===== src/hw/rtl/hrrf_pkg.sv =====
package hrrf_pkg;

  // fixed field widths
  localparam int MEAS_IN_W = 16;
  localparam int ELAPSED_W = 16;
  localparam int CFG_IDX_W = 3;
  localparam int CFG_DATA_W = 16;
  localparam int GAIN_W = 16;

  // ms per second as a 10 bit constant, Q8.8 fraction bits
  localparam logic [9:0] MS_PER_S = 10'd1000;
  localparam int MS_PER_S_W = 10;
  localparam int Q_SHIFT = 8;

  // configuration register indexes
  localparam logic [CFG_IDX_W-1:0] CFG_SETPOINT = 3'd0;
  localparam logic [CFG_IDX_W-1:0] CFG_HYSTERESIS = 3'd1;
  localparam logic [CFG_IDX_W-1:0] CFG_RATE_GAIN = 3'd2;
  localparam logic [CFG_IDX_W-1:0] CFG_DIRECTION = 3'd3;

  // datapath operations, one per microcode step
  typedef enum logic [2:0] {
    OP_CAPTURE,
    OP_MUL_K,
    OP_MUL_G,
    OP_DIV_INIT,
    OP_DIV_STEP,
    OP_FINISH
  } dp_op_e;

  // jump conditions
  typedef enum logic [2:0] {
    COND_NONE,
    COND_NO_IN,
    COND_ELAPSED_ZERO,
    COND_CNT_NZ,
    COND_OUT_BUSY
  } cond_e;

  localparam int PC_W = 3;
  localparam int STEPS = 6;
  typedef logic [PC_W-1:0] step_t;

  localparam step_t STEP_CAPTURE = 3'd0;
  localparam step_t STEP_MUL_K = 3'd1;
  localparam step_t STEP_MUL_G = 3'd2;
  localparam step_t STEP_DIV_INIT = 3'd3;
  localparam step_t STEP_DIV_STEP = 3'd4;
  localparam step_t STEP_FINISH = 3'd5;

  // one control word: operation, jump condition, jump target, wrap to step zero
  typedef struct packed {
    dp_op_e op;
    cond_e cond;
    step_t target;
    logic wrap;
  } uword_t;

  // control program
  localparam uword_t UCODE [STEPS] = '{
    '{op: OP_CAPTURE, cond: COND_NO_IN, target: STEP_CAPTURE, wrap: 1'b0},
    '{op: OP_MUL_K, cond: COND_ELAPSED_ZERO, target: STEP_FINISH, wrap: 1'b0},
    '{op: OP_MUL_G, cond: COND_NONE, target: STEP_DIV_INIT, wrap: 1'b0},
    '{op: OP_DIV_INIT, cond: COND_NONE, target: STEP_DIV_STEP, wrap: 1'b0},
    '{op: OP_DIV_STEP, cond: COND_CNT_NZ, target: STEP_DIV_STEP, wrap: 1'b0},
    '{op: OP_FINISH, cond: COND_OUT_BUSY, target: STEP_FINISH, wrap: 1'b1}
  };

  // sequencer to datapath
  typedef struct packed {
    dp_op_e op;
  } ctrl_t;

  // datapath to sequencer
  typedef struct packed {
    logic in_valid;
    logic elapsed_zero;
    logic cnt_nz;
    logic out_busy;
  } stat_t;

endpackage


===== src/hw/rtl/hrrf_if.sv =====
// input word channel
interface hrrf_in_if;
  import hrrf_pkg::*;
  logic valid;
  logic ready;
  logic [MEAS_IN_W-1:0] measurement;
  logic [ELAPSED_W-1:0] elapsed_ms;
  modport source (output valid, output measurement, output elapsed_ms, input ready);
  modport sink (input valid, input measurement, input elapsed_ms, output ready);
endinterface

// result word channel
interface hrrf_out_if;
  logic valid;
  logic ready;
  logic relay_on;
  modport source (output valid, output relay_on, input ready);
  modport sink (input valid, input relay_on, output ready);
endinterface

// configuration write channel
interface hrrf_cfg_if;
  import hrrf_pkg::*;
  logic valid;
  logic ready;
  logic [CFG_IDX_W-1:0] index;
  logic [CFG_DATA_W-1:0] data;
  modport source (output valid, output index, output data, input ready);
  modport sink (input valid, input index, input data, output ready);
endinterface


===== src/hw/rtl/hysteresis_relay_with_rate_feedback.sv =====
// Two-position relay with hysteresis and rate feedback. Each input word carries a
// measurement and the elapsed time in ms; the relay level after the step comes out as
// one result word. A small microcode program steps a shared datapath: a capture step,
// two multiply steps (by 1000, then by the Q8.8 gain), a divider setup step, a
// bit-serial restoring divide yielding MEAS_WIDTH+18 quotient bits (MEAS_WIDTH capped
// at 16), and a finish step that updates the relay. When elapsed_ms is zero the program
// jumps from the first multiply straight to the finish step. One item is worked on at a
// time; the next word is taken while the previous result still waits in the output
// register. Configuration writes are always ready and are meant to be issued only while
// the block is idle; writing direction reloads the relay with the inverse of the new
// polarity.
module hysteresis_relay_with_rate_feedback #(
  parameter int MEAS_WIDTH = 16
) (
  input  logic       clk_i,
  input  logic       rst_ni,
  hrrf_in_if.sink    in_i,
  hrrf_out_if.source out_o,
  hrrf_cfg_if.sink   cfg_i
);
  import hrrf_pkg::*;

  ctrl_t ctrl;
  stat_t stat;

  // control program sequencer
  hrrf_useq u_useq (
    .clk_i  (clk_i),
    .rst_ni (rst_ni),
    .stat_i (stat),
    .ctrl_o (ctrl)
  );

  // arithmetic and relay state
  hrrf_datapath #(
    .MEAS_WIDTH (MEAS_WIDTH)
  ) u_datapath (
    .clk_i  (clk_i),
    .rst_ni (rst_ni),
    .in_i   (in_i),
    .out_o  (out_o),
    .cfg_i  (cfg_i),
    .ctrl_i (ctrl),
    .stat_o (stat)
  );

endmodule


===== src/hw/rtl/hrrf_useq.sv =====
module hrrf_useq (
  input  logic            clk_i,
  input  logic            rst_ni,
  input  hrrf_pkg::stat_t stat_i,
  output hrrf_pkg::ctrl_t ctrl_o
);
  import hrrf_pkg::*;

  step_t pc_q, pc_d;
  uword_t uw;
  logic take;

  // control store lookup
  assign uw = UCODE[pc_q];
  assign ctrl_o.op = uw.op;

  // jump condition
  always_comb begin
    unique case (uw.cond)
      COND_NONE:         take = 1'b0;
      COND_NO_IN:        take = !stat_i.in_valid;
      COND_ELAPSED_ZERO: take = stat_i.elapsed_zero;
      COND_CNT_NZ:       take = stat_i.cnt_nz;
      COND_OUT_BUSY:     take = stat_i.out_busy;
      default:           take = 1'b0;
    endcase
  end

  // next step
  always_comb begin
    if (take) begin
      pc_d = uw.target;
    end else if (uw.wrap) begin
      pc_d = STEP_CAPTURE;
    end else begin
      pc_d = pc_q + step_t'(1);
    end
  end

  always_ff @(posedge clk_i or negedge rst_ni) begin
    if (!rst_ni) begin
      pc_q <= STEP_CAPTURE;
    end else begin
      pc_q <= pc_d;
    end
  end

endmodule


===== src/hw/rtl/hrrf_datapath.sv =====
module hrrf_datapath #(
  parameter int MEAS_WIDTH = 16
) (
  input  logic            clk_i,
  input  logic            rst_ni,
  hrrf_in_if.sink         in_i,
  hrrf_out_if.source      out_o,
  hrrf_cfg_if.sink        cfg_i,
  input  hrrf_pkg::ctrl_t ctrl_i,
  output hrrf_pkg::stat_t stat_o
);
  import hrrf_pkg::*;

  // effective measurement width, product, quotient and signal widths
  localparam int EW = (MEAS_WIDTH < MEAS_IN_W) ? MEAS_WIDTH : MEAS_IN_W;
  localparam int KW = EW + MS_PER_S_W;
  localparam int NW = KW + GAIN_W;
  localparam int QN = NW - Q_SHIFT;
  localparam int SW = QN + 2;
  localparam int CW = $clog2(QN);

  // configuration registers
  logic [CFG_DATA_W-1:0] setpoint_q, hyst_q;
  logic [GAIN_W-1:0] gain_q;
  logic dir_q;

  // state
  logic [EW-1:0] prev_q;
  logic relay_q;
  logic out_valid_q;

  // working registers
  logic [EW-1:0] meas_q;
  logic [ELAPSED_W-1:0] elapsed_q;
  logic neg_q;
  logic [NW-1:0] acc_q;
  logic [ELAPSED_W-1:0] rem_q;
  logic [CW-1:0] cnt_q;

  logic capture, commit, elapsed_zero;
  logic [EW-1:0] meas_in;
  logic [EW:0] diff;
  logic [EW-1:0] diff_mag;
  logic [GAIN_W-1:0] gain_mag;
  logic [KW-1:0] prod_k;
  logic [NW-1:0] prod_g;
  logic [ELAPSED_W:0] r2;
  logic ge;
  logic [SW-1:0] tmag, term, signal_u, hi_u, lo_u;
  logic above, below;

  assign in_i.ready = (ctrl_i.op == OP_CAPTURE);
  assign cfg_i.ready = 1'b1;
  assign out_o.valid = out_valid_q;
  assign out_o.relay_on = relay_q;

  assign capture = (ctrl_i.op == OP_CAPTURE) && in_i.valid;
  assign elapsed_zero = (elapsed_q == '0);

  assign stat_o.in_valid = in_i.valid;
  assign stat_o.elapsed_zero = elapsed_zero;
  assign stat_o.cnt_nz = (cnt_q != '0);
  assign stat_o.out_busy = out_valid_q && !out_o.ready;
  assign commit = (ctrl_i.op == OP_FINISH) && !stat_o.out_busy;

  // difference to previous sample as sign and magnitude
  assign meas_in = in_i.measurement[EW-1:0];
  assign diff = {1'b0, meas_in} - {1'b0, prev_q};
  assign diff_mag = diff[EW] ? EW'(~diff + 1'b1) : diff[EW-1:0];

  // multiplier operands
  assign gain_mag = gain_q[GAIN_W-1] ? (~gain_q + GAIN_W'(1)) : gain_q;
  assign prod_k = KW'(acc_q[EW-1:0]) * KW'(MS_PER_S);
  assign prod_g = NW'(acc_q[KW-1:0]) * NW'(gain_mag);

  // one restoring divide step
  assign r2 = {rem_q, acc_q[QN-1]};
  assign ge = (r2 >= {1'b0, elapsed_q});

  // anticipated signal against the dead band
  assign tmag = elapsed_zero ? '0 : SW'(acc_q[QN-1:0]);
  assign term = neg_q ? (~tmag + SW'(1)) : tmag;
  assign signal_u = SW'(meas_q) + term;
  assign hi_u = SW'(setpoint_q) + SW'(hyst_q[CFG_DATA_W-1:1]);
  assign lo_u = SW'(setpoint_q) - SW'(hyst_q[CFG_DATA_W-1:1]);
  assign above = $signed(signal_u) > $signed(hi_u);
  assign below = $signed(signal_u) < $signed(lo_u);

  // working registers
  always_ff @(posedge clk_i) begin
    unique case (ctrl_i.op)
      OP_CAPTURE: begin
        if (capture) begin
          meas_q <= meas_in;
          elapsed_q <= in_i.elapsed_ms;
          neg_q <= diff[EW];
          acc_q <= NW'(diff_mag);
        end
      end
      OP_MUL_K: begin
        acc_q <= NW'(prod_k);
      end
      OP_MUL_G: begin
        acc_q <= prod_g;
        neg_q <= neg_q ^ gain_q[GAIN_W-1];
      end
      OP_DIV_INIT: begin
        acc_q <= acc_q >> Q_SHIFT;
        rem_q <= '0;
        cnt_q <= CW'(QN - 1);
      end
      OP_DIV_STEP: begin
        rem_q <= ge ? ELAPSED_W'(r2 - {1'b0, elapsed_q}) : r2[ELAPSED_W-1:0];
        acc_q <= NW'({acc_q[QN-2:0], ge});
        cnt_q <= cnt_q - CW'(1);
      end
      OP_FINISH: begin
      end
      default: begin
      end
    endcase
  end

  // configuration, relay level and previous sample
  always_ff @(posedge clk_i or negedge rst_ni) begin
    if (!rst_ni) begin
      setpoint_q <= '0;
      hyst_q <= '0;
      gain_q <= '0;
      dir_q <= 1'b0;
      prev_q <= '0;
      relay_q <= 1'b1;
    end else begin
      if (commit) begin
        if (!elapsed_zero) begin
          prev_q <= meas_q;
        end
        if (above) begin
          relay_q <= ~dir_q;
        end else if (below) begin
          relay_q <= dir_q;
        end
      end
      if (cfg_i.valid) begin
        unique case (cfg_i.index)
          CFG_SETPOINT:   setpoint_q <= cfg_i.data;
          CFG_HYSTERESIS: hyst_q <= cfg_i.data;
          CFG_RATE_GAIN:  gain_q <= cfg_i.data;
          CFG_DIRECTION: begin
            dir_q <= cfg_i.data[0];
            relay_q <= ~cfg_i.data[0];
          end
          default: begin
          end
        endcase
      end
    end
  end

  // result word register
  always_ff @(posedge clk_i or negedge rst_ni) begin
    if (!rst_ni) begin
      out_valid_q <= 1'b0;
    end else if (commit) begin
      out_valid_q <= 1'b1;
    end else if (out_o.ready) begin
      out_valid_q <= 1'b0;
    end
  end

endmodule


===== src/flat_wrapper.sv =====
// flat-port wrapper written by rule: the top's interface ports become plain ports
module hysteresis_relay_with_rate_feedback_flat import hrrf_pkg::*;
#(
  parameter int MEAS_WIDTH = 16
)
  (clk_i, rst_ni, in_i_valid, in_i_measurement, in_i_elapsed_ms, in_i_ready, out_o_valid, out_o_relay_on, out_o_ready, cfg_i_valid, cfg_i_index, cfg_i_data, cfg_i_ready);
  hrrf_in_if in_i_i ();
  hrrf_out_if out_o_i ();
  hrrf_cfg_if cfg_i_i ();
  input  logic clk_i;
  input  logic rst_ni;
  input wire logic [$bits(in_i_i.valid)-1:0] in_i_valid;
  input wire logic [$bits(in_i_i.measurement)-1:0] in_i_measurement;
  input wire logic [$bits(in_i_i.elapsed_ms)-1:0] in_i_elapsed_ms;
  output wire logic [$bits(in_i_i.ready)-1:0] in_i_ready;
  output wire logic [$bits(out_o_i.valid)-1:0] out_o_valid;
  output wire logic [$bits(out_o_i.relay_on)-1:0] out_o_relay_on;
  input wire logic [$bits(out_o_i.ready)-1:0] out_o_ready;
  input wire logic [$bits(cfg_i_i.valid)-1:0] cfg_i_valid;
  input wire logic [$bits(cfg_i_i.index)-1:0] cfg_i_index;
  input wire logic [$bits(cfg_i_i.data)-1:0] cfg_i_data;
  output wire logic [$bits(cfg_i_i.ready)-1:0] cfg_i_ready;
  assign in_i_i.valid = in_i_valid;
  assign in_i_i.measurement = in_i_measurement;
  assign in_i_i.elapsed_ms = in_i_elapsed_ms;
  assign in_i_ready = in_i_i.ready;
  assign out_o_valid = out_o_i.valid;
  assign out_o_relay_on = out_o_i.relay_on;
  assign out_o_i.ready = out_o_ready;
  assign cfg_i_i.valid = cfg_i_valid;
  assign cfg_i_i.index = cfg_i_index;
  assign cfg_i_i.data = cfg_i_data;
  assign cfg_i_ready = cfg_i_i.ready;
  hysteresis_relay_with_rate_feedback #(.MEAS_WIDTH(MEAS_WIDTH)) u_core (.clk_i(clk_i), .rst_ni(rst_ni), .in_i(in_i_i), .out_o(out_o_i), .cfg_i(cfg_i_i));
endmodule

===== config.mk =====
export PLATFORM = sky130hd
export DESIGN_NAME = hysteresis_relay_with_rate_feedback_flat
export DESIGN_NICKNAME = d
export VERILOG_FILES = /design/src/hw/rtl/hrrf_pkg.sv /design/src/hw/rtl/hrrf_if.sv /design/src/hw/rtl/hysteresis_relay_with_rate_feedback.sv /design/src/hw/rtl/hrrf_useq.sv /design/src/hw/rtl/hrrf_datapath.sv /design/src/flat_wrapper.sv
export SDC_FILE = /design/constraint.sdc
export NUM_CORES = 2
export LEC_CHECK = 0
export BUFFER_PORTS_ARGS = -buffer_cell sky130_fd_sc_hd__buf_2
export CAP_MARGIN = 20
export CORE_MARGIN = 4
export CORE_UTILIZATION = 55
export DETAILED_ROUTE_END_ITERATION = 10
export PLACE_DENSITY = 0.71
export SLEW_MARGIN = 20
export SYNTH_ARGS = -nofsm -noshare
export SYNTH_HDL_FRONTEND = slang
export SYNTH_SLANG_ARGS = --single-unit

===== constraint.sdc =====
create_clock -name clk_i -period 11 [get_ports clk_i]
set_input_delay 2.2 -clock clk_i [delete_from_list [all_inputs] [get_ports clk_i]]
set_output_delay 2.2 -clock clk_i [all_outputs]
set_load 0.005 [all_outputs]

Word-level counts from Yosys, hierarchy flattened
Memory sizes are Yosys's and may differ from the RTL's.
Index checks and enable logic that the tools add are counted.
{"block": "word_totals", "register_bits": 167, "romBits": 80, "wordCells": 97, "n_memories": 1}
{"memory": "(name not given)", "words": 8, "word_bits": 10, "rd": 1, "rd_clocked_by_memory_dff": 0, "write_ports": 0, "line": "hrrf_useq.sv:14", "rtl": "assign uw = UCODE[pc_q];"}
{"block": "classes", "add_sub_neg": 10, "n_mul": 2, "magnitude_cmp": 4, "eq_ne": 13, "muxes": 23, "n_bitwise": 8, "n_reduce_logical": 22}
{"op": "$pmux W42 S5", "n": 1}
{"op": "$mux W16", "n": 3}
{"op": "$mul A26 B16 Y42", "n": 1}
{"op": "$mux W42", "n": 1}
{"op": "$add A16 B36 Y36", "n": 1}
{"op": "$add A36 B1 Y36 const B", "n": 1}
{"op": "$gt A36 B18 Y1", "n": 1}
{"op": "$lt A36 B17 Y1", "n": 1}
{"op": "$mux W36", "n": 1}
{"op": "$not A34 Y36", "n": 1}
{"op": "$mux W34", "n": 1}
{"op": "$add A16 B1 Y16 const B", "n": 2}
{"op": "$not A16 Y16", "n": 2}
{"op": "$pmux W16 S2", "n": 1}
{"op": "$mul A16 B7 Y23 const B", "n": 1}
{"op": "$mux W10", "n": 2}
{"op": "$eq A3 B2 Y1 const B", "n": 6}
{"op": "$add A16 B15 Y17", "n": 1}
{"op": "$ge A17 B16 Y1", "n": 1}
{"op": "$sub A16 B15 Y17", "n": 1}
{"op": "$sub A16 B16 Y17", "n": 1}
{"op": "$logic_not A16 Y1", "n": 1}
{"op": "$reduce_and A2 Y1", "n": 8}
{"op": "$sub A16 B16 Y16", "n": 1}
{"op": "other kinds (20)", "n": 41}

Logic depth before layout (Yosys ltp)
{"block": "logic_depth", "ltp_word": 12, "depth_mapped": 32, "ltp_nobuf": 32}

Modules after synthesis
From an unflattened synthesis, not the netlist that was laid out.
{"block": "hier_totals", "hier_cells": 3427, "area_unflattened_um2": 29957.5}
{"mod": "hrrf_datapath", "instances": 1, "cells_each": 3394, "area_each_um2": 29653.4, "seq_area_each_um2": 4565.6}
{"mod": "hrrf_useq", "instances": 1, "cells_each": 33, "area_each_um2": 304.0, "seq_area_each_um2": 75.1}

Least setup slack after synthesis
OpenSTA, ideal clock, no wires.
{"block": "synth_timing", "path_type": "register to register", "startpoint": "register u_core.u_datapath.gain_q[0]", "endpoint": "register u_core.u_datapath.acc_q[38] (data pin)", "setup_time_ns": 0.266, "t_arrival_ns": 7.881, "path_slack_ns": 2.853, "path_stages_with_launch": 28, "n_path_buf": 1, "period_less_slack_ns": 8.147, "cell_sequence": "dfrtp_1 inv_1 nand3_1 or4_1 nand2b_1 nor4b_1 clkbuf_1 and2_1 fa_1 fa_1 fa_1 fa_1 fa_1 inv_1 fa_1 inv_1 ha_1 a21o_1 a21o_1 a21o_1 a21oi_1 o21ai_0 a2111oi_0 o21a_1 o21ai_0 a41oi_1 xor2_1 nor2_1"}
{"block": "synth_between", "elab_chain_len": 5}
{"item": "from (decl)", "line": "hrrf_datapath.sv:24", "rtl": "logic [GAIN_W-1:0] gain_q;"}
{"item": "from (signal assigned)", "line": "hrrf_datapath.sv:148", "rtl": "CFG_RATE_GAIN: gain_q <= cfg_i.data;"}
{"item": "$not A16 Y16", "line": "hrrf_datapath.sv:72", "rtl": "assign gain_mag = gain_q[GAIN_W-1] ? (~gain_q + GAIN_W'(1)) : gain_q;"}
{"item": "$add A16 B1 Y16", "line": "hrrf_datapath.sv:72"}
{"item": "$mux W16 *", "line": "hrrf_datapath.sv:72"}
{"item": "$mul A26 B16 Y42 *", "line": "hrrf_datapath.sv:74", "rtl": "assign prod_g = NW'(acc_q[KW-1:0]) * NW'(gain_mag);"}
{"item": "$pmux W42 S5 *", "line": "hrrf_datapath.sv:91", "rtl": "unique case (ctrl_i.op)"}
{"item": "to (signal assigned)", "line": "hrrf_datapath.sv:97", "rtl": "acc_q <= NW'(diff_mag);"}
{"item": "to (signal assigned)", "line": "hrrf_datapath.sv:101", "rtl": "acc_q <= NW'(prod_k);"}
{"item": "to (signal assigned)", "line": "hrrf_datapath.sv:104", "rtl": "acc_q <= prod_g;"}
{"item": "to (decl)", "line": "hrrf_datapath.sv:36", "rtl": "logic [NW-1:0] acc_q;"}
Every way passes the cells marked *; elsewhere a longest branch is shown, timed or not.
A chain may end at the register's enable or synchronous reset.

Worst setup path after layout
Same ends and word-level chain as after synthesis.

==> impl_metrics.yaml <==
status:
  status: "complete, no violations"
critical_path:
  crit_path_start: "u_core.u_datapath.gain_q[0]"
  critical_path_class: "flip-flop to flip-flop"
  cp-start-kind: "flip-flop"
  required_ns: 11.22
  critPathMaxFanout: 24
  cp.arrival_ns: 10.44
  rr_startpoint: "u_core.u_datapath.gain_q[0]"
  cp-end-kind: "flip-flop"
clock_network:
  cts_resized: 0
  cts_buffers: 17
  clockBufferDepth: 2
  postCtsSetupBuffers: 0
  tritoncts: "yes"
  htreeDepth: 4
  clkLatencyLatePin_ns: 0.50
  clock-sinks: 166
  hold_buffers: 0
  cts-root-buf: "clkbuf_16"
  clkTransAtPathRegs_ns: 0.08
finish:
  fin_nets: 4125
  multi_input_area_mm2: 0.0223
  fill_cells: 4665
  syn2layout_area_growth_pct: 5.97
  drive_gt1_share_pct: 7.23
  seq_area_mm2: 0.00464
global_route:
  grt_max_degree: 70
  grt_usage_pct: 30.3
  overflow: 0
  grt_first_pass_wirelength_um: 137000
  first_global_vias: 25664
  antenna_found_initial: 2
route:
  drt_iter0_markers: 1838
  vias_per_cell: 6.00
  first_pass_iters: 8
  wl_per_cell_um: 20.9
  wl_um: 85000
  final_antenna_net_count: 0
  vias: 24443
  drc: 0
sta:
  setup_viol: 0
  hold_violations: 0
  max_freq_mhz: 97.9
  tns_ns: 0
  relSlewSlack_pct: 25.9
  worst_pin_slew_ns: 1.11
  min_period_ns: 10.21
  fin_crit_sh_pct: 92.8
  grt_setup_unrepaired: "false"
  slew_viol_final: 0
  skew_ns: 0.0124
yosys:
  synth_commonest_cells: "inv_1, nand2_1, fa_1"
  synth_edf_count: 97
  yosys_most_used_dff: "edfxtp_1"
  synthCells: 3376
  ys_seq_elements: 166
  syn_avg_cell_area_um2: 8.77
  synthTopCellsByArea: "fa_1, ha_1, edfxtp_1, inv_1, dfrtp_1"
  ys_seq_area_share_pct: 15.7
  synthArstFlopShare_pct: 41.6
  synth_top_area_share_pct: 26.6
  synth_top_area_cell: "fa_1"
  synth_cell_types: 92
  synthesis.area_mm2: 0.0296
  syn_nets: 4127
  yosys_warnings: 0
  synth.most_common_cell: "inv_1"
floorplanning:
  coreArea_mm2: 0.0530
  dieArea_mm2: 0.0576
  rows: 84
  die_w_um: 240
  die_h_um: 240
  io-pin-count: 60
  initial_core_util_pct: 55.9
placement:
  hpwlAfterDp_um: 67200
  place_congestion: 0.963
  io_buffers: 58
worst_hold_path:
  min_path_type: "flip-flop to flip-flop"
  min_from: "u_core.u_datapath.prev_q[8]"
job:
  maxCapViolations: 0
## layer usage
metal	track usage, %	up-vias	part of all wire, %	routed length [um]
met5	0	-	0.022	19
met4	14.4	2	5.0	4270
met3	5.72	246	8.1	6910
met2	50.6	1027	48	40700
met1	38.3	12162	39	33200
li1	-	11006	-	-
## worst max-delay path, cell delays in order, from the launching register on
cell and delay [ns]:
dfrtp_1 1.03, inv_1 0.35, ha_1 0.30, nand2b_1 0.17, xnor2_2 0.59, buf_4 0.37
nand2_1 0.11, fa_1 0.54, inv_1 0.06, fa_1 0.50, fa_1 0.52, inv_1 0.06
fa_1 0.52, inv_1 0.05, fa_1 0.49, fa_1 0.42, ha_1 0.31, nor2b_1 0.17
nor4_1 0.44, o21ai_0 0.26, a31oi_1 0.59, o21ai_0 0.36, a2111oi_0 0.77, o21a_1 0.23
o21ai_0 0.15, a41oi_1 0.31, xor2_1 0.18, nor2_1 0.05
## layout by cell type (no fill, tap or decap), types with 16 or more instances in the layout
cell       instances
or3_1             16
buf_2             58
nand4_1           21
ha_1             302
o31ai_1           18
clkbuf_16         17
xor2_1            53
xnor2_1          105
mux2i_1           28
nand2b_1          22
mux2_2            45
buf_4             56
fa_1             393
a21o_1            48
nor2b_1           29
nor3_1            44
nor4_1            22
and3_1            17
a31oi_1           17
nor2_1           170
edfxtp_1          97
nand3_1           33
a21oi_1          122
o21ai_0          133
nand2_1          438
a211oi_1          18
and2_1           118
dfrtp_1           68
inv_1            604
## cells by family (layout without fill, tap and decap cells)
kind of cell               after synthesis  after routing  share of synthesized area (%)
muxes                                   73             73                           2.66
DFF                                    166            166                           15.7
AOI/OAI and AO/OA                      530            530                           11.7
other                                    1              2                         0.0127
and+or+nand+nor                       1000           1000                           16.2
buffers and inverters                  742            753                           9.43
xor gates and xnor gates               169            169                           5.00
adders and majority gates              695            695                           39.3
## final cells by class
cell class	instances	share of cell area, %
clock buffer	18	1.37
antenna	1	0.00797
tap	688	2.74
timing repair buffer	114	2.26
multi-input combinational	2468	71.2
sequential	166	14.8
clock inverter	14	0.411
inverter	607	7.26
## through the flow
stage / cells / hold WS [ns] / cell area (um^2) / worst slack [ns] / util, %
after detailed placement: 4043 / 0.497 / 30800 / 1.00 / 58.2
after CTS: 4075 / 0.513 / 31400 / 0.940 / 59.2
after global routing: 4075 / 0.538 / 31400 / 0.337 / 59.2
final: 4076 / 0.509 / 31400 / 0.788 / 59.2
after floorplan: 3376 / 0.450 / 29600 / 2.85 / -
after global placement: 4043 / 0.472 / 30800 / 1.36 / 58.1
## worst paths after layout
check,endpoint,cells after the start,slack [ns]
min reg2reg,u_core.u_datapath.prev_q[8],1,0.51
max,u_core.u_datapath.acc_q[38],27,0.79
max reg2reg,u_core.u_datapath.acc_q[38],27,0.79
max in group asynchronous,u_core.u_datapath.gain_q[11],2,8.45
min,u_core.u_datapath.prev_q[8],1,0.51
min in group asynchronous,u_core.u_datapath.prev_q[11],2,1.90
## flip-flops by register name, indices dropped and copies added (netlist names)
signal	cells
u_core.u_datapath.dir_q	1
u_core.u_datapath.gain_q	16
u_core.u_datapath.neg_q	1
u_core.u_datapath.out_o.relay_on	1
u_core.u_datapath.cnt_q	6
u_core.u_datapath.hyst_q	15
u_core.u_datapath.meas_q	16
u_core.u_datapath.out_o.valid	1
u_core.u_datapath.prev_q	16
u_core.u_datapath.acc_q	42
u_core.u_useq.pc_q	3
u_core.u_datapath.elapsed_q	16
u_core.u_datapath.setpoint_q	16
u_core.u_datapath.rem_q	16
Power is not shown: default switching activity piles up to over one toggle a cycle in this logic, so the estimate is an artifact.
